`src/hw/rtl/pcp_pkg.sv`:
```
// Package: shared widths, codes, state types and control structs for the playback clock.
`timescale 1ns / 1ps

package pcp_pkg;

  localparam int ELAPSED_BITS  = 32;
  localparam int FRACTION_BITS = 16;
  localparam int DUR_W         = 24;
  localparam int DELTA_W       = 16;
  localparam int OP_W          = 3;
  localparam int MODE_W        = 2;
  localparam int RUN_W         = 2;
  localparam int PROG_W        = 17;
  localparam int CFG_IDX_W     = 1;
  localparam int RES_W         = FRACTION_BITS + 1;
  localparam int CMP_W         = (ELAPSED_BITS > DUR_W) ? ELAPSED_BITS : DUR_W;
  localparam int STEPS         = ELAPSED_BITS + FRACTION_BITS + 1;
  localparam int CNT_W         = $clog2(STEPS + 1);

  localparam logic [DUR_W-1:0] DUR_RESET = DUR_W'(1000);
  localparam logic [RES_W-1:0] ONE_FIX   = {1'b1, {FRACTION_BITS{1'b0}}};

  typedef enum logic [OP_W-1:0] {
    OP_TICK   = 3'd0,
    OP_PLAY   = 3'd1,
    OP_PAUSE  = 3'd2,
    OP_RESUME = 3'd3,
    OP_STOP   = 3'd4,
    OP_RESET  = 3'd5
  } op_t;

  typedef enum logic [MODE_W-1:0] {
    MODE_ONCE   = 2'd0,
    MODE_LOOP   = 2'd1,
    MODE_BOUNCE = 2'd2
  } mode_t;

  typedef enum logic [RUN_W-1:0] {
    RUN_STOPPED = 2'd0,
    RUN_PLAYING = 2'd1,
    RUN_PAUSED  = 2'd2
  } run_t;

  typedef enum logic [CFG_IDX_W-1:0] {
    REG_PLAY_MODE = 1'd0,
    REG_DURATION  = 1'd1
  } reg_idx_t;

  typedef enum logic [1:0] {
    FSM_IDLE   = 2'd0,
    FSM_LAUNCH = 2'd1,
    FSM_DIVIDE = 2'd2
  } fsm_t;

  typedef struct packed {
    logic start;
    logic reflect;
  } div_ctrl_t;

  typedef struct packed {
    logic busy;
    logic peak;
  } div_stat_t;

endpackage

```
`src/hw/rtl/pcp_if.sv`:
```
// Interfaces: command channel and result channel of the playback clock.
`timescale 1ns / 1ps

interface pcp_cmd_if;
  logic                             valid;
  logic                             ready;
  logic [pcp_pkg::OP_W-1:0]         opcode;
  logic [pcp_pkg::DELTA_W-1:0]      time_delta;

  modport source (output valid, output opcode, output time_delta, input ready);
  modport sink   (input valid, input opcode, input time_delta, output ready);
endinterface

interface pcp_res_if;
  logic                             valid;
  logic                             ready;
  logic                             playing;
  logic                             paused;
  logic [pcp_pkg::PROG_W-1:0]       progress;
  logic [pcp_pkg::RUN_W-1:0]        run_status;

  modport source (output valid, output playing, output paused, output progress,
                  output run_status, input ready);
  modport sink   (input valid, input playing, input paused, input progress,
                  input run_status, output ready);
endinterface

```
`src/hw/rtl/pcp_divider.sv`:
```
// Bit-serial restoring divider: elapsed modulo duration, reflection, then fraction bits.
`timescale 1ns / 1ps

module pcp_divider (
  input  logic                              clk,
  input  logic                              rst_n,
  input  pcp_pkg::div_ctrl_t                ctrl,
  input  logic [pcp_pkg::ELAPSED_BITS-1:0]  dividend,
  input  logic [pcp_pkg::DUR_W-1:0]         divisor,
  output logic [pcp_pkg::FRACTION_BITS-1:0] frac,
  output pcp_pkg::div_stat_t                stat
);

  logic                              busy_r, busy_nxt;
  logic                              peak_r, peak_nxt;
  logic                              reflect_r, reflect_nxt;
  logic [pcp_pkg::CNT_W-1:0]         cnt_r, cnt_nxt;
  logic [pcp_pkg::DUR_W-1:0]         rem_r, rem_nxt;
  logic [pcp_pkg::DUR_W-1:0]         dsr_r, dsr_nxt;
  logic [pcp_pkg::ELAPSED_BITS-1:0]  dvd_r, dvd_nxt;
  logic [pcp_pkg::FRACTION_BITS-1:0] quo_r, quo_nxt;

  logic [pcp_pkg::DUR_W:0]           trial;
  logic [pcp_pkg::DUR_W:0]           diff;
  logic                              fits;
  logic                              fix_step;
  logic                              last_step;

  always_comb begin
    trial     = {rem_r, dvd_r[pcp_pkg::ELAPSED_BITS-1]};
    diff      = trial - {1'b0, dsr_r};
    fits      = (trial >= {1'b0, dsr_r});
    fix_step  = (cnt_r == pcp_pkg::CNT_W'(pcp_pkg::ELAPSED_BITS));
    last_step = (cnt_r == pcp_pkg::CNT_W'(pcp_pkg::STEPS - 1));

    busy_nxt    = busy_r;
    peak_nxt    = peak_r;
    reflect_nxt = reflect_r;
    cnt_nxt     = cnt_r;
    rem_nxt     = rem_r;
    dsr_nxt     = dsr_r;
    dvd_nxt     = dvd_r;
    quo_nxt     = quo_r;

    if (ctrl.start) begin
      busy_nxt    = 1'b1;
      peak_nxt    = 1'b0;
      reflect_nxt = ctrl.reflect;
      cnt_nxt     = '0;
      rem_nxt     = '0;
      dsr_nxt     = divisor;
      dvd_nxt     = dividend;
    end else if (busy_r) begin
      cnt_nxt = cnt_r + pcp_pkg::CNT_W'(1);
      if (fix_step) begin
        // Odd pass count in bounce mode: fold the remainder back from the end
        if (reflect_r && quo_r[0]) begin
          if (rem_r == '0) begin
            peak_nxt = 1'b1;
          end else begin
            rem_nxt = dsr_r - rem_r;
          end
        end
      end else begin
        rem_nxt = fits ? diff[pcp_pkg::DUR_W-1:0] : trial[pcp_pkg::DUR_W-1:0];
        dvd_nxt = {dvd_r[pcp_pkg::ELAPSED_BITS-2:0], 1'b0};
        quo_nxt = {quo_r[pcp_pkg::FRACTION_BITS-2:0], fits};
        if (last_step) begin
          busy_nxt = 1'b0;
        end
      end
    end
  end

  always_ff @(posedge clk) begin
    if (!rst_n) begin
      busy_r <= 1'b0;
      peak_r <= 1'b0;
      cnt_r  <= '0;
    end else begin
      busy_r <= busy_nxt;
      peak_r <= peak_nxt;
      cnt_r  <= cnt_nxt;
    end
  end

  always_ff @(posedge clk) begin
    reflect_r <= reflect_nxt;
    rem_r     <= rem_nxt;
    dsr_r     <= dsr_nxt;
    dvd_r     <= dvd_nxt;
    quo_r     <= quo_nxt;
  end

  assign frac      = quo_r;
  assign stat.busy = busy_r;
  assign stat.peak = peak_r;

endmodule

```
`src/hw/rtl/playback_clock_progress.sv`:
```
// Top level: playback clock run state, elapsed count and serial progress computation.
//
//   channel  | direction | handshake          | payload
//   ---------+-----------+--------------------+---------------------------------------------
//   in_cmd   | in        | valid / ready      | opcode, time_delta
//   out_res  | out       | valid / ready      | playing, paused, progress, run_status
//   cfg_*    | in        | cfg_we (no stall)  | cfg_index, cfg_wdata (play_mode, duration)
//
// An accepted item is launched into the bit-serial divider (elapsed bits, one reflection
// step, fraction bits); its result is loaded into the output register once that is free.
// Commands are taken one at a time; the next one is taken while the previous result
// still waits in the output register.
// Reset is synchronous, active low: stopped, elapsed zero, once mode, 1000-tick duration.
// A stalled result channel holds the finished progress inside the divider until the
// output register frees.
`timescale 1ns / 1ps

module playback_clock_progress (
  input  logic                           clk,
  input  logic                           rst_n,
  pcp_cmd_if.sink                        in_cmd,
  pcp_res_if.source                      out_res,
  input  logic                           cfg_we,
  input  logic [pcp_pkg::CFG_IDX_W-1:0]  cfg_index,
  input  logic [pcp_pkg::DUR_W-1:0]      cfg_wdata
);

  // Configuration registers
  logic [pcp_pkg::MODE_W-1:0]        mode_r, mode_nxt;
  logic [pcp_pkg::DUR_W-1:0]         dur_r, dur_nxt;

  // Clock state
  pcp_pkg::run_t                     run_r, run_nxt;
  logic [pcp_pkg::ELAPSED_BITS-1:0]  elapsed_r, elapsed_nxt;
  pcp_pkg::fsm_t                     fsm_r, fsm_nxt;

  // Output register
  logic                              out_valid_r, out_valid_nxt;
  logic                              playing_r, playing_nxt;
  logic                              paused_r, paused_nxt;
  logic [pcp_pkg::PROG_W-1:0]        progress_r, progress_nxt;
  logic [pcp_pkg::RUN_W-1:0]         status_r, status_nxt;

  logic                              accept;
  logic                              load;
  logic                              out_free;
  logic [pcp_pkg::DUR_W-1:0]         dur_eff;
  logic                              once_fin;
  logic [pcp_pkg::ELAPSED_BITS:0]    sat_sum;
  logic [pcp_pkg::RES_W-1:0]         prog_sel;
  logic                              playing_now;

  pcp_pkg::div_ctrl_t                div_ctrl;
  pcp_pkg::div_stat_t                div_stat;
  logic [pcp_pkg::FRACTION_BITS-1:0] div_frac;

  pcp_divider u_div (
    .clk      (clk),
    .rst_n    (rst_n),
    .ctrl     (div_ctrl),
    .dividend (elapsed_r),
    .divisor  (dur_eff),
    .frac     (div_frac),
    .stat     (div_stat)
  );

  // A zero duration counts as the one-tick minimum
  always_comb begin
    dur_eff  = (dur_r == '0) ? pcp_pkg::DUR_W'(1) : dur_r;
    once_fin = (pcp_pkg::CMP_W'(elapsed_r) >= pcp_pkg::CMP_W'(dur_eff));
    sat_sum  = (pcp_pkg::ELAPSED_BITS + 1)'(elapsed_r)
             + (pcp_pkg::ELAPSED_BITS + 1)'(in_cmd.time_delta);
  end

  // Next state of the sequencer
  always_comb begin
    fsm_nxt = fsm_r;
    unique case (fsm_r)
      pcp_pkg::FSM_IDLE:   if (in_cmd.valid) fsm_nxt = pcp_pkg::FSM_LAUNCH;
      pcp_pkg::FSM_LAUNCH: fsm_nxt = pcp_pkg::FSM_DIVIDE;
      pcp_pkg::FSM_DIVIDE: if (!div_stat.busy && out_free) fsm_nxt = pcp_pkg::FSM_IDLE;
      default:             fsm_nxt = pcp_pkg::FSM_IDLE;
    endcase
  end

  // Sequencer outputs
  always_comb begin
    in_cmd.ready     = 1'b0;
    div_ctrl.start   = 1'b0;
    div_ctrl.reflect = (mode_r == pcp_pkg::MODE_BOUNCE);
    load             = 1'b0;
    unique case (fsm_r)
      pcp_pkg::FSM_IDLE:   in_cmd.ready   = 1'b1;
      pcp_pkg::FSM_LAUNCH: div_ctrl.start = 1'b1;
      pcp_pkg::FSM_DIVIDE: load           = !div_stat.busy && out_free;
      default:             load           = 1'b0;
    endcase
  end

  assign accept   = in_cmd.valid && in_cmd.ready;
  assign out_free = !out_valid_r || out_res.ready;

  // Apply the command to the run state and elapsed count
  always_comb begin
    run_nxt     = run_r;
    elapsed_nxt = elapsed_r;
    if (accept) begin
      unique case (pcp_pkg::op_t'(in_cmd.opcode))
        pcp_pkg::OP_TICK: begin
          if (run_r == pcp_pkg::RUN_PLAYING) begin
            // Saturate at the top of the count
            elapsed_nxt = sat_sum[pcp_pkg::ELAPSED_BITS] ? '1
                                                         : sat_sum[pcp_pkg::ELAPSED_BITS-1:0];
          end
        end
        pcp_pkg::OP_PLAY: begin
          if (run_r == pcp_pkg::RUN_STOPPED || (mode_r == pcp_pkg::MODE_ONCE && once_fin)) begin
            elapsed_nxt = '0;
          end
          run_nxt = pcp_pkg::RUN_PLAYING;
        end
        pcp_pkg::OP_PAUSE: begin
          if (run_r == pcp_pkg::RUN_PLAYING) run_nxt = pcp_pkg::RUN_PAUSED;
        end
        pcp_pkg::OP_RESUME: begin
          if (run_r == pcp_pkg::RUN_PAUSED) run_nxt = pcp_pkg::RUN_PLAYING;
        end
        pcp_pkg::OP_STOP: begin
          run_nxt     = pcp_pkg::RUN_STOPPED;
          elapsed_nxt = '0;
        end
        pcp_pkg::OP_RESET: elapsed_nxt = '0;
        default: begin
          run_nxt     = run_r;
          elapsed_nxt = elapsed_r;
        end
      endcase
    end
  end

  // Configuration writes
  always_comb begin
    mode_nxt = mode_r;
    dur_nxt  = dur_r;
    if (cfg_we) begin
      unique case (pcp_pkg::reg_idx_t'(cfg_index))
        pcp_pkg::REG_PLAY_MODE: mode_nxt = cfg_wdata[pcp_pkg::MODE_W-1:0];
        pcp_pkg::REG_DURATION:  dur_nxt  = cfg_wdata;
        default:                dur_nxt  = dur_r;
      endcase
    end
  end

  // Pick the progress value for the current mode
  always_comb begin
    case (mode_r)
      pcp_pkg::MODE_ONCE:   prog_sel = once_fin ? pcp_pkg::ONE_FIX
                                                : pcp_pkg::RES_W'(div_frac);
      pcp_pkg::MODE_LOOP:   prog_sel = pcp_pkg::RES_W'(div_frac);
      pcp_pkg::MODE_BOUNCE: prog_sel = div_stat.peak ? pcp_pkg::ONE_FIX
                                                     : pcp_pkg::RES_W'(div_frac);
      default:              prog_sel = '0;
    endcase
    playing_now = (run_r == pcp_pkg::RUN_PLAYING) &&
                  ((mode_r == pcp_pkg::MODE_LOOP) || (mode_r == pcp_pkg::MODE_BOUNCE) ||
                   !once_fin);
  end

  // Output register: load a finished transaction, drop it once taken
  always_comb begin
    out_valid_nxt = out_valid_r && !out_res.ready;
    playing_nxt   = playing_r;
    paused_nxt    = paused_r;
    progress_nxt  = progress_r;
    status_nxt    = status_r;
    if (load) begin
      out_valid_nxt = 1'b1;
      playing_nxt   = playing_now;
      paused_nxt    = (run_r == pcp_pkg::RUN_PAUSED);
      progress_nxt  = pcp_pkg::PROG_W'(prog_sel);
      status_nxt    = run_r;
    end
  end

  always_ff @(posedge clk) begin
    if (!rst_n) begin
      mode_r      <= pcp_pkg::MODE_ONCE;
      dur_r       <= pcp_pkg::DUR_RESET;
      run_r       <= pcp_pkg::RUN_STOPPED;
      elapsed_r   <= '0;
      fsm_r       <= pcp_pkg::FSM_IDLE;
      out_valid_r <= 1'b0;
    end else begin
      mode_r      <= mode_nxt;
      dur_r       <= dur_nxt;
      run_r       <= run_nxt;
      elapsed_r   <= elapsed_nxt;
      fsm_r       <= fsm_nxt;
      out_valid_r <= out_valid_nxt;
    end
  end

  always_ff @(posedge clk) begin
    playing_r  <= playing_nxt;
    paused_r   <= paused_nxt;
    progress_r <= progress_nxt;
    status_r   <= status_nxt;
  end

  assign out_res.valid      = out_valid_r;
  assign out_res.playing    = playing_r;
  assign out_res.paused     = paused_r;
  assign out_res.progress   = progress_r;
  assign out_res.run_status = status_r;

`ifndef SYNTHESIS
  a_elapsed_hold: assert property (@(posedge clk) disable iff (!rst_n)
    !accept |=> $stable(elapsed_r))
    else $error("elapsed count changed without a command");

  a_tick_no_wrap: assert property (@(posedge clk) disable iff (!rst_n)
    (accept && in_cmd.opcode == pcp_pkg::OP_TICK) |=> (elapsed_r >= $past(elapsed_r)))
    else $error("elapsed count wrapped on tick");

  a_stop_clears: assert property (@(posedge clk) disable iff (!rst_n)
    (accept && in_cmd.opcode == pcp_pkg::OP_STOP)
      |=> (run_r == pcp_pkg::RUN_STOPPED && elapsed_r == '0))
    else $error("stop did not clear the clock");

  a_div_in_divide: assert property (@(posedge clk) disable iff (!rst_n)
    div_stat.busy |-> (fsm_r == pcp_pkg::FSM_DIVIDE))
    else $error("divider busy outside the divide phase");

  a_progress_range: assert property (@(posedge clk) disable iff (!rst_n)
    load |-> (prog_sel <= pcp_pkg::ONE_FIX))
    else $error("progress above one");
`endif

endmodule

```
`src/flat_wrapper.sv`:
```
// flat-port wrapper written by rule: the top's interface ports become plain ports
module playback_clock_progress_flat 
  (clk, rst_n, cfg_we, cfg_index, cfg_wdata, in_cmd_valid, in_cmd_opcode, in_cmd_time_delta, in_cmd_ready, out_res_valid, out_res_playing, out_res_paused, out_res_progress, out_res_run_status, out_res_ready);
  pcp_cmd_if in_cmd_i ();
  pcp_res_if out_res_i ();
  input  logic clk;
  input  logic rst_n;
  input  logic cfg_we;
  input  logic [pcp_pkg::CFG_IDX_W-1:0] cfg_index;
  input  logic [pcp_pkg::DUR_W-1:0] cfg_wdata;
  input wire logic [$bits(in_cmd_i.valid)-1:0] in_cmd_valid;
  input wire logic [$bits(in_cmd_i.opcode)-1:0] in_cmd_opcode;
  input wire logic [$bits(in_cmd_i.time_delta)-1:0] in_cmd_time_delta;
  output wire logic [$bits(in_cmd_i.ready)-1:0] in_cmd_ready;
  output wire logic [$bits(out_res_i.valid)-1:0] out_res_valid;
  output wire logic [$bits(out_res_i.playing)-1:0] out_res_playing;
  output wire logic [$bits(out_res_i.paused)-1:0] out_res_paused;
  output wire logic [$bits(out_res_i.progress)-1:0] out_res_progress;
  output wire logic [$bits(out_res_i.run_status)-1:0] out_res_run_status;
  input wire logic [$bits(out_res_i.ready)-1:0] out_res_ready;
  assign in_cmd_i.valid = in_cmd_valid;
  assign in_cmd_i.opcode = in_cmd_opcode;
  assign in_cmd_i.time_delta = in_cmd_time_delta;
  assign in_cmd_ready = in_cmd_i.ready;
  assign out_res_valid = out_res_i.valid;
  assign out_res_playing = out_res_i.playing;
  assign out_res_paused = out_res_i.paused;
  assign out_res_progress = out_res_i.progress;
  assign out_res_run_status = out_res_i.run_status;
  assign out_res_i.ready = out_res_ready;
  playback_clock_progress u_core (.clk(clk), .rst_n(rst_n), .in_cmd(in_cmd_i), .out_res(out_res_i), .cfg_we(cfg_we), .cfg_index(cfg_index), .cfg_wdata(cfg_wdata));
endmodule
```
`config.mk`:
```
export PLATFORM = sky130hd
export DESIGN_NAME = playback_clock_progress_flat
export DESIGN_NICKNAME = d
export VERILOG_FILES = /design/src/hw/rtl/pcp_pkg.sv /design/src/hw/rtl/pcp_if.sv /design/src/hw/rtl/pcp_divider.sv /design/src/hw/rtl/playback_clock_progress.sv /design/src/flat_wrapper.sv
export SDC_FILE = /design/constraint.sdc
export NUM_CORES = 1
export LEC_CHECK = 0
export BUFFER_PORTS_ARGS = -buffer_cell sky130_fd_sc_hd__buf_2
export CAP_MARGIN = 15
export CORE_ASPECT_RATIO = 1.1
export CORE_MARGIN = 1.5
export CORE_UTILIZATION = 55
export DETAILED_ROUTE_END_ITERATION = 7
export PLACE_DENSITY = 0.81
export SETUP_SLACK_MARGIN = 0.2
export SLEW_MARGIN = 20
export SYNTH_ARGS = -nofsm -noshare
export SYNTH_HDL_FRONTEND = slang
export SYNTH_SLANG_ARGS = --single-unit
```
`constraint.sdc`:
```
create_clock -name clk -period 3.1 [get_ports clk]
set_input_delay 0.31 -clock clk [delete_from_list [all_inputs] [get_ports clk]]
set_output_delay 0.31 -clock clk [all_outputs]
set_load 0.01 [all_outputs]
```
==> out/metrics.yaml, run 1 <==
wl_um: 31700
clock.fmax_mhz: 315
antenna_left: 0
cts_buffer_depth: 2
io_buffers: 71
syn_area_per_cell_sq_um: 8.64
layout_setup_ws_ps: -77.1
yosys-top-cells-area: "edfxtp_1, dfxtp_1, ha_1"
synth_xor_area_share_pct: 3.74
io_pins: 72
critPathMaxFanout: 8
synth_simple_gate_area_share_pct: 19.0
track_usage_pct: 28.5
synth_most_common_cell: "nand2_1"
critPathLaunchType: "register"
gr-total-overflow: 0
finalHoldViolCount: 0
coreArea_sq_um: 20700
synth_edf_count: 94
synth_top_family_by_area: "compound AO/OA/AOI/OAI gates"
synth-compound-area-share_pct: 19.9
htreeDepth: 4
drc: 0
cts_root_buf: "clkbuf_16"
power.density_nw_per_um2: 683
slowest_stage: "dfxtp_2"
failed_checks: "setup timing"
synth_nets: 1500
drtIter0Drc: 889
vias_per_cell: 6.02
synthAdderAreaFrac_pct: 10.5
fin_crit_ps: 3180
synthArstFlopShare_pct: 0
start_util_pct: 56.5
fin_tns_setup_ps: -933
die_area_sq_um: 22200
syn_area_sq_um: 11700
tritoncts: "yes"
fp-row-count: 55
clock_sinks: 189
min_period_over_period_pct: 102
syn_inst: 1355
synth_top_area_share_pct: 24.1
r2r_slack_ps: -80
arrival_ps: 3520
min_to: "u_core.dur_r[9]"
hold_start: "cfg_wdata[9]"
cts_buffers: 17
post_route_cells_drive_above_1_share_pct: 20.6
fin_area_sq_um: 13900
nets: 1599
hold_buffers: 0
synth_mux_area_share_pct: 0.780
power.total_mw: 9.47
grt_pass1_vias: 10173
hold_class: "primary input to register"
cellLeakagePower_nw: 5.88
synth_cell_types: 84
ys_warn_count: 0
worst_skew_pair.late_latency_ps: 440
fin_util_pct: 67.0
die_w_um: 142
syn2layout_area_growth_pct: 18.5
dr.pass1.iters: 6
cap_violations: 0
synth_common_cells: "nand2_1, a21oi_1, inv_1, dfxtp_1, edfxtp_1"
synth_seq_area_share_pct: 40.4
timing.rr.end: "u_core.elapsed_r[23]"
grt_max_degree: 34
end_kind: "register"
antenna_found_initial: 2
crit_family: "compound AO/OA/AOI/OAI gates"
avgRoutedWirePerCell_um: 18.1
placed_area_sq_um: 12600
path_buf_inv: 1
status: "finished with violations"
worst_slew_pin_slew_ps: 978
r2r_start: "u_core.dur_r[23]"
clock-skew-final_ps: 12.7
ir_worst_vdd_v: 0.000449
post-place-ws_ps: -281
whs_path_depth: 3
slew_violations: 0
crit_required_ps: 3440
dr_total_vias: 10558
finalSetupViolations: 24
hpwl_um: 22500
rr_worst_depth: 14
grt_pass1_wl_um: 50000
ys_ff_latch: 189
fp.dieH_um: 156
gp_congestion: 0.947
synth_area_leader_cell: "edfxtp_1"
path_clk_slew_ps: 80
worstPathCellList: "nor4_2 > buf_4 > nand4_1 > o21bai_2 > ha_1 > nand2b_4 > a21oi_2 > o21ai_1 > a311oi_2 > a311o_1 > a21o_1 > and2_4 > nor3_1 > o221a_2"
timing.slew.headroom_pct: 34.8
max_stage_delay_ps: 330
rsz0062_at_grt: "true"
synth_ff_type: "dfxtp_1"
path_class: "register to register"
-- cell usage in the layout, fill, tap and decap left out, types with 6 or more instances in the layout --
cell type    n
xnor2_1     32
o21ai_0     58
nor2b_1     14
buf_2       71
nand3_1     22
edfxtp_1    94
nand2b_1    10
and2_1      11
a21o_1      31
nor3_1      19
a211oi_1     7
nor2_1      81
inv_1       95
a31oi_1     11
a21oi_2     12
and2_4      16
clkbuf_16   17
dfxtp_1     92
nand4_1     17
o21bai_1    10
and3_1       8
ha_1        83
o21ai_1     23
mux2i_1      8
a211oi_2     6
a21oi_1     98
o21a_1       7
inv_6        7
buf_4       71
nor4_1      10
xor2_1      18
o211ai_1    15
nand2_1    231
-- worst max path at each step --
| stage | startpoint | endpoint | slack (ps) | cells past startpoint |
|---|---|---|---|---|
| 2_1_floorplan | u_core.dur_r[18] | u_core.elapsed_r[23] | 400 | 14 |
| 3_3_place_gp | u_core.dur_r[18] | u_core.elapsed_r[24] | -110 | 14 |
| 3_5_place_dp | u_core.dur_r[18] | u_core.elapsed_r[24] | -280 | 14 |
| 4_1_cts | u_core.dur_r[23] | u_core.elapsed_r[26] | -20 | 14 |
| 5_1_grt | u_core.dur_r[23] | u_core.elapsed_r[23] | -210 | 14 |
| 6_report | u_core.dur_r[23] | u_core.elapsed_r[23] | -80 | 14 |
-- worst register-to-register path, stage by stage, from the launching register on --
cell and delay (ps):
dfxtp_2 330, nor4_2 270, buf_4 150, nand4_1 130, o21bai_2 220, ha_1 250
nand2b_4 140, a21oi_2 120, o21ai_1 80, a311oi_2 310, a311o_1 250, a21o_1 220
and2_4 270, nor3_1 90, o221a_2 250
-- stage by stage --
step           cells  hold slack [ps]
2_1_floorplan   1355              417
3_3_place_gp    1699              423
3_5_place_dp    1699              425
4_1_cts         1744              104
5_1_grt         1752              112
6_report        1754              104
-- final cells by class --
type	count	area (sq um)
Timing Repair Buffer	150	1000
Clock inverter	15	150
Sequential cell	189	4730
Fill cell	1540	6840
Inverter	100	380
Multi-Input combinational cell	996	6820
Antenna cell	2	5.00
Tap cell	285	357
Clock buffer	17	425
-- state kept, by name, indices dropped and copies added, names as in the netlist, 6 cells and up --
name and cells:
u_core.u_div.cnt_r 6, u_core.u_div.frac 16, u_core.dur_r 24, u_core.u_div.dsr_r 24, u_core.u_div.dvd_r 32, u_core.elapsed_r 32, u_core.out_res.progress 17, u_core.u_div.rem_r 24
-- repair_timing --
| item | in CTS | in global routing |
|---|---|---|
| pin swaps | 16 | 29 |
| setup buffers | 13 | 8 |
| gates resized for setup | 61 | 70 |
| setup endpoints to repair | 54 | 65 |
-- cell families after synthesis --
group,after synthesis
AOI/OAI and AO/OA,357
adders and majority gates,96
xor gates and xnor gates,50
DFF,189
muxes,9
and+or+nand+nor,484
buffers and inverters,170
-- layer usage --
| layer | part of all wire (%) | up-vias | track usage, % |
|---|---|---|---|
| li1 | - | 5003 | - |
| met1 | 41 | 4971 | 33.7 |
| met2 | 48 | 455 | 49.0 |
| met3 | 5.5 | 127 | 4.85 |
| met4 | 5.3 | 2 | 16.0 |
| met5 | 0.041 | - | 0 |
-- power by group --
part	internal, mW	switching (mW)
combinational	1.79	2.33
sequential	2.89	0.279
clock	1.14	1.05
No activity file was read; power rests on OpenSTA's default activity.
==> run 2: changes to the inputs <==
--- a/config.mk
+++ b/config.mk
@@ -5,7 +5,7 @@
 export SDC_FILE = /design/constraint.sdc
 export NUM_CORES = 1
 export LEC_CHECK = 0
-export BUFFER_PORTS_ARGS = -buffer_cell sky130_fd_sc_hd__buf_2
+export BUFFER_PORTS_ARGS = -buffer_cell sky130_fd_sc_hd__buf_4
 export CAP_MARGIN = 15
 export CORE_ASPECT_RATIO = 1.1
 export CORE_MARGIN = 1.5
==> constraint.sdc (replaced) <==
create_clock -name clk -period 3.1 [get_ports clk]
set_input_delay 0.465 -clock clk [delete_from_list [all_inputs] [get_ports clk]]
set_output_delay 0.465 -clock clk [all_outputs]
set_load 0.01 [all_outputs]
==> out/metrics.yaml, run 2 (synthesis gave the netlist of run 1 again) <==
internal-power_mw: 5.66  # was 5.82 mW
io_pins: 72  # unchanged
power.total_mw: 9.21  # was 9.47 mW
worstPathCellList: "nor4_4 > buf_4 > nand4_1 > o21bai_2 > ha_1 > nand2b_4 > a21oi_2 > o21ai_1 > a311oi_2 > a311o_1 > a21o_1 > buf_6 > and3_4 > clkbuf_16 > a22o_1"  # was nor4_2 > buf_4 > nand4_1 > o21bai_2 > ha_1 > nand2b_4 > a21oi_2 > o21ai_1 > a311oi_2 > a311o_1 > a21o_1 > and2_4 > nor3_1 > o221a_2
min_period_over_period_pct: 102  # about the same
finalHoldViolCount: 0  # unchanged
fp-row-count: 55  # unchanged
rsz0062_at_grt: "true"  # unchanged
cts_buffer_depth: 2  # unchanged
status: "finished with violations"  # unchanged
clock_sinks: 189  # unchanged
slowest_stage: "a311o_1"  # was dfxtp_2
track_usage_pct: 27.3  # was 28.5%
io_buffers: 71  # unchanged
path_class: "register to register"  # unchanged
worst_skew_pair.late_latency_ps: 430  # was 440 ps
vias_per_cell: 5.93  # was 6.02
cts_buffers: 17  # unchanged
tritoncts: "yes"  # unchanged
drtIter0Drc: 799  # was 889
htreeDepth: 4  # unchanged
dp_cells: 1702  # was 1,699
gp_congestion: 0.951  # was 0.947
fin_crit_ps: 3170  # was 3180 ps
cap_violations: 0  # unchanged
die_area_sq_um: 22200  # unchanged
critPathMaxFanout: 6  # was 8
power.density_nw_per_um2: 666  # was 683 nW/um^2
seqPwrFrac_pct: 34.3  # was 33.5%
fin_tns_setup_ps: -672  # was -933 ps
grt_max_degree: 58  # was 34
layout.cells.non_filler: 1741  # was 1,754
hpwl_um: 22400  # was 22,500 um
layout_commonest_cell: "nand2_1"  # unchanged
antenna-diode-count: 0  # was 2
arrival_ps: 3490  # was 3520 ps
switchingPower_mw: 3.55  # was 3.65 mW
failed_checks: "setup timing"  # unchanged
slew_violations: 0  # unchanged
antenna_found_initial: 0  # was 2
combPwrFrac_pct: 42.3  # was 43.5%
clock-skew-final_ps: 17.6  # was 12.7 ps
ir_worst_vdd_v: 0.000407  # was 0.000449 V
max_stage_delay_ps: 400  # was 330 ps
placed_area_sq_um: 12800  # was 12,600 sq um
cellLeakagePower_nw: 5.90  # was 5.88 nW
syn2layout_area_growth_pct: 18.1  # was 18.5%
dr_total_vias: 10326  # was 10,558
dr.pass1.iters: 6  # unchanged
switching_share_pct: 38.6  # about the same
top_regs: "u_core.elapsed_r (32), u_core.u_div.dvd_r (32)"  # unchanged
fp.dieH_um: 156  # unchanged
worst_slew_pin_slew_ps: 1000  # was 978 ps
layout_common_cells: "nand2_1, buf_4, a21oi_1, inv_1, edfxtp_1"  # was nand2_1, a21oi_1, inv_1, edfxtp_1, dfxtp_1
antenna_left: 0  # unchanged
end_kind: "register"  # unchanged
clkPwrFrac_pct: 23.4  # was 23.1%
gr-total-overflow: 0  # unchanged
crit_required_ps: 3420  # was 3440 ps
nets: 1588  # was 1,599
coreArea_sq_um: 20700  # unchanged
cts_root_buf: "clkbuf_16"  # unchanged
drc: 0  # unchanged
grt_pass1_vias: 9913  # was 10,173
fin_area_sq_um: 13800  # was 13,900 sq um
hold_class: "primary input to register"  # unchanged
grt_pass1_wl_um: 48100  # was 50,000 um
die_w_um: 142  # unchanged
finalSetupViolations: 20  # was 24
start_util_pct: 56.5  # unchanged
fin_hold_ws_ps: 267  # was 104 ps
wl_um: 30300  # was 31,700 um
critPathLaunchType: "register"  # unchanged
post_route_cells_drive_above_1_share_pct: 17.9  # was 20.6%
layout_setup_ws_ps: -71.3  # was -77.1 ps
path_clk_slew_ps: 80  # about the same
clock.fmax_mhz: 315  # about the same
timing.slew.headroom_pct: 33.3  # was 34.8%
avgRoutedWirePerCell_um: 17.4  # was 18.1 um
run 2: changes by cell type in the layout (fill, tap and decap cells not counted), sizes merged:
cell / delta
diode: -2
clkbuf: +1
clkinvlp: -1
inv: -1
buf: -12
clkinv: +3
bufinv: -1
run 2: routing by layer:
| metal | part of all wire [%] | routed length [um] | vias up | global-route usage, % |
|---|---|---|---|---|
| met1 | 41 | 12300 | 4840 | 33.2 |
| li1 | - | - | 4982 | - |
| met5 | 0 | 0 | - | 0 |
| met2 | 50 | 15300 | 418 | 48.4 |
| met4 | 3.4 | 1040 | 0 | 11.3 |
| met3 | 5.6 | 1700 | 86 | 3.81 |
run 2: cell type report:
class                   count  area (sq um)
clock buffers              17           425
multi-input cells         996          6640
inverters                 100           380
flip-flops and latches    189          4730
well taps                 285           357
fillers                  1576          6890
repair buffers            139          1120
clock inverters            15           171
run 2: final timing paths:
path / to / cells past startpoint / startpoint / slack (ps)
worst min register to register: u_core.u_div.frac[12] / 0 / u_core.u_div.frac[11] / 440
worst max-delay path: u_core.elapsed_r[8] / 15 / u_core.dur_r[23] / -70
worst max register to register: u_core.elapsed_r[8] / 15 / u_core.dur_r[23] / -70
worst min-delay path: u_core.dur_r[6] / 3 / cfg_wdata[6] / 270
run 2: repair_timing:
action / in CTS / in global routing
hold buffers: 0 / 0
buffers inserted: 3 / 3
pin swaps: 16 / 23
gates resized for setup: 23 / 64
gates cloned: 0 / 1
setup endpoints to repair: 55 / 65
run 2: worst max-delay path: cells and delay by family, from the launching register on:
family,cells,cell delay (ps)
DFF,1,350
and+or+nand+nor,4,700
AOI/OAI and AO/OA,7,1360
buffers and inverters,3,460
adders and majority gates,1,180
run 2: power groups by stage:
stage	sequential (mW)	clock (mW)	combinational (mW)
2_1_floorplan	3.11	0	2.79
3_3_place_gp	3.19	0	3.52
3_5_place_dp	3.19	0	3.59
4_1_cts	3.14	2.19	3.70
5_1_grt	3.19	2.27	4.29
6_report	3.16	2.16	3.89
run 2: through the flow:
stage,worst slack [ps],utilization [%]
2_1_floorplan,397,-
3_3_place_gp,-67.3,61.9
3_5_place_dp,-109,61.9
4_1_cts,-58.7,65.4
5_1_grt,-180,66.7
6_report,-71.3,66.7
==> run 3: changes to the inputs <==
--- a/config.mk
+++ b/config.mk
@@ -5,8 +5,8 @@
 export SDC_FILE = /design/constraint.sdc
 export NUM_CORES = 1
 export LEC_CHECK = 0
+export ABC_AREA = 1
 export BUFFER_PORTS_ARGS = -buffer_cell sky130_fd_sc_hd__buf_4
-export CAP_MARGIN = 15
 export CORE_ASPECT_RATIO = 1.1
 export CORE_MARGIN = 1.5
 export CORE_UTILIZATION = 55
==> constraint.sdc (replaced) <==
create_clock -name clk -period 3.5 [get_ports clk]
set_input_delay 0.525 -clock clk [delete_from_list [all_inputs] [get_ports clk]]
set_output_delay 0.525 -clock clk [all_outputs]
set_load 0.01 [all_outputs]
==> out/metrics.yaml, run 3 <==
post-place-ws_ps: 562  # was -109 ps
grt_pass1_vias: 12240  # was 9,913
r2r_slack_ps: 500  # was -70 ps
syn_inst: 1950  # was 1,355
synth_seq_area_share_pct: 34.5  # was 40.4%
dr_total_vias: 12859  # was 10,326
htreeDepth: 4  # unchanged
fin_hold_ws_ps: 323  # was 267 ps
drtIter0Drc: 1054  # was 799
wl_um: 35400  # was 30,300 um
critPathLaunchType: "register"  # unchanged
path_class: "register to register"  # unchanged
antenna_left: 0  # unchanged
fp.dieH_um: 168  # was 156 um
post_route_cells_drive_above_1_share_pct: 10.5  # was 17.9%
worst_skew_pair.late_latency_ps: 430  # about the same
layout.cells.non_filler: 2304  # was 1,741
io_pins: 72  # unchanged
path_clk_slew_ps: 80  # about the same
yosys-top-cells-area: "edfxtp_1, nand2_1, dfxtp_1"  # was edfxtp_1, dfxtp_1, ha_1
fin_area_sq_um: 14900  # was 13,800 sq um
dp_cells: 2272  # was 1,702
start_util_pct: 55.9  # was 56.5%
vias_per_cell: 5.58  # was 5.93
synth_mux_area_share_pct: 0  # was 0.780%
syn2layout_area_growth_pct: 9.26  # was 18.1%
synth_simple_gate_area_share_pct: 30.7  # was 19.0%
fin_crit_ps: 3000  # was 3170 ps
fp-row-count: 60  # was 55
nets: 2126  # was 1,588
fin_tns_setup_ps: 0  # was -672 ps
layout_commonest_cell: "nand2_1"  # unchanged
finalSetupViolations: 0  # was 20
crit_required_ps: 3860  # was 3420 ps
timing.rr.end: "u_core.elapsed_r[29]"  # was u_core.elapsed_r[8]
whs_path_depth: 3  # unchanged
synth_nets: 2095  # was 1,500
cts_resized: 0  # was 23
status: "completed"  # was finished with violations
min_period_over_period_pct: 85.9  # was 102%
power.density_nw_per_um2: 559  # was 666 nW/um^2
synthArstFlopShare_pct: 0  # unchanged
layout_setup_ws_ps: 495  # was -71.3 ps
arrival_ps: 3360  # was 3490 ps
worst_slew_pin_slew_ps: 692  # was 1000 ps
die_w_um: 153  # was 142 um
hpwl_um: 28000  # was 22,400 um
synth_common_cells: "nand2_1, inv_1, nor2_1, nand3_1, a21oi_1"  # was nand2_1, a21oi_1, inv_1, dfxtp_1, edfxtp_1
synth_ff_type: "dfxtp_1"  # unchanged
gr-total-overflow: 0  # unchanged
avgRoutedWirePerCell_um: 15.4  # was 17.4 um
ys_warn_count: 0  # unchanged
ir_worst_vdd_v: 0.000386  # was 0.000407 V
hold_buffers: 0  # unchanged
synth_edf_count: 94  # unchanged
hold_start: "cfg_wdata[3]"  # was cfg_wdata[6]
synth_area_leader_cell: "edfxtp_1"  # unchanged
clock-skew-final_ps: 16.3  # was 17.6 ps
slew_violations: 0  # unchanged
rr_worst_depth: 22  # was 15
cts_setup_buffers: 0  # was 3
synth_most_common_cell: "nand2_1"  # unchanged
cts_root_buf: "clkbuf_16"  # unchanged
ys_ff_latch: 189  # unchanged
clock_sinks: 189  # unchanged
tritoncts: "yes"  # unchanged
antenna-diode-count: 0  # unchanged
die_area_sq_um: 25800  # was 22,200 sq um
synth_cell_types: 49  # was 84
layout_common_cells: "nand2_1, inv_1, nor2_1, nand3_1, a21oi_1"  # was nand2_1, buf_4, a21oi_1, inv_1, edfxtp_1
gp_congestion: 1.03  # was 0.951
clock.fmax_mhz: 333  # was 315 MHz
synth_top_area_share_pct: 20.6  # was 24.1%
synthAdderAreaFrac_pct: 8.94  # was 10.5%
timing.slew.headroom_pct: 53.8  # was 33.3%
cts_buffer_depth: 2  # unchanged
grt_max_degree: 49  # was 58
synth_top_family_by_area: "simple AND/OR/NAND/NOR gates"  # was compound AO/OA/AOI/OAI gates
rsz0062_at_grt: "false"  # was true
synth_xor_area_share_pct: 2.37  # was 3.74%
top_regs: "u_core.elapsed_r (32), u_core.u_div.dvd_r (32)"  # unchanged
syn_area_per_cell_sq_um: 7.02  # was 8.64 sq um
antenna_found_initial: 0  # unchanged
io_buffers: 71  # unchanged
cellLeakagePower_nw: 6.96  # was 5.90 nW
nFillCells: 2223  # was 1,576
syn_area_sq_um: 13700  # was 11,700 sq um
grt_pass1_wl_um: 58300  # was 48,100 um
hold_class: "primary input to register"  # unchanged
cts_buffers: 17  # unchanged
cap_violations: 0  # unchanged
end_kind: "register"  # unchanged
dr.pass1.iters: 8  # was 6
critPathMaxFanout: 33  # was 6
placed_area_sq_um: 14300  # was 12,800 sq um
coreArea_sq_um: 24500  # was 20,700 sq um
drc: 0  # unchanged
finalHoldViolCount: 0  # unchanged
min_to: "u_core.dur_r[3]"  # was u_core.dur_r[6]
synth-compound-area-share_pct: 12.7  # was 19.9%
track_usage_pct: 28.0  # was 27.3%
r2r_start: "u_core.dur_r[21]"  # was u_core.dur_r[23]
run 3: layer usage:
metal | up-vias | share of wire [%] | GRT usage [%]
li1 | 6417 | - | -
met1 | 5876 | 41 | 33.6
met2 | 460 | 48 | 49.0
met3 | 106 | 5.8 | 3.76
met4 | 0 | 5.1 | 15.0
met5 | - | 0 | 0
run 3: through the flow:
stage          utilization [%]  power (mW)
3_3_place_gp              58.6        6.29
4_1_cts                   61.1        8.33
6_report                  61.1        8.36
3_5_place_dp              58.6        6.38
2_1_floorplan                -        5.58
5_1_grt                   61.1        8.99
run 3: layout make-up:
type / count / area, sq um / share of cell area [%]
Inverter: 284 / 1070 / 7.13
Sequential cell: 189 / 4720 / 31.6
Tap cell: 310 / 388 / 2.60
Timing Repair Buffer: 87 / 653 / 4.37
Multi-Input combinational cell: 1402 / 7510 / 50.2
Clock inverter: 15 / 183 / 1.22
Clock buffer: 17 / 425 / 2.85
run 3: kinds of logic after synthesis:
| logic type | Yosys count |
|---|---|
| AO/OA/AOI/OAI | 302 |
| adder cells (fa/ha/maj) | 96 |
| buffers and inverters | 359 |
| AND/OR/NAND/NOR | 967 |
| flip-flops | 189 |
| XOR/XNOR | 37 |
run 3: worst max-delay path: stages (launching register included):
cell and delay [ps]:
dfxtp_1 320, inv_1 100, nand4_1 120, nor4_1 520, nand3_1 120, nand2_1 110
ha_1 140, inv_1 40, nand2_1 40, nand2_1 40, nand2_1 50, nand2_1 40
nand2_1 50, nand3_1 70, nand2_1 60, nand2_1 90, nand2_1 140, nand2_2 80
nand2_4 100, nand2_8 150, nand2_8 310, nand2_1 90, a21oi_1 140
run 3: worst max path at each step:
stage                                from  cells past startpoint  slack [ps]                      to
floorplan                 u_core.fsm_r[0]                      4        1090    u_core.u_div.frac[0]
global placement         u_core.dur_r[23]                     22         590    u_core.elapsed_r[29]
detailed placement       u_core.dur_r[23]                     22         560    u_core.elapsed_r[29]
CTS                      u_core.dur_r[21]                     22         540    u_core.elapsed_r[29]
global route        u_core.u_div.dsr_r[4]                     16         270  u_core.u_div.rem_r[20]
finish                   u_core.dur_r[21]                     22         500    u_core.elapsed_r[29]
run 3: power by group:
| group | switching, mW | internal [mW] | leakage, nW |
|---|---|---|---|
| Combinational | 2.33 | 1.30 | 5.01 |
| Sequential | 0.205 | 2.58 | 1.66 |
| Clock | 0.972 | 0.978 | 0.292 |
| Total | 3.51 | 4.85 | 6.96 |
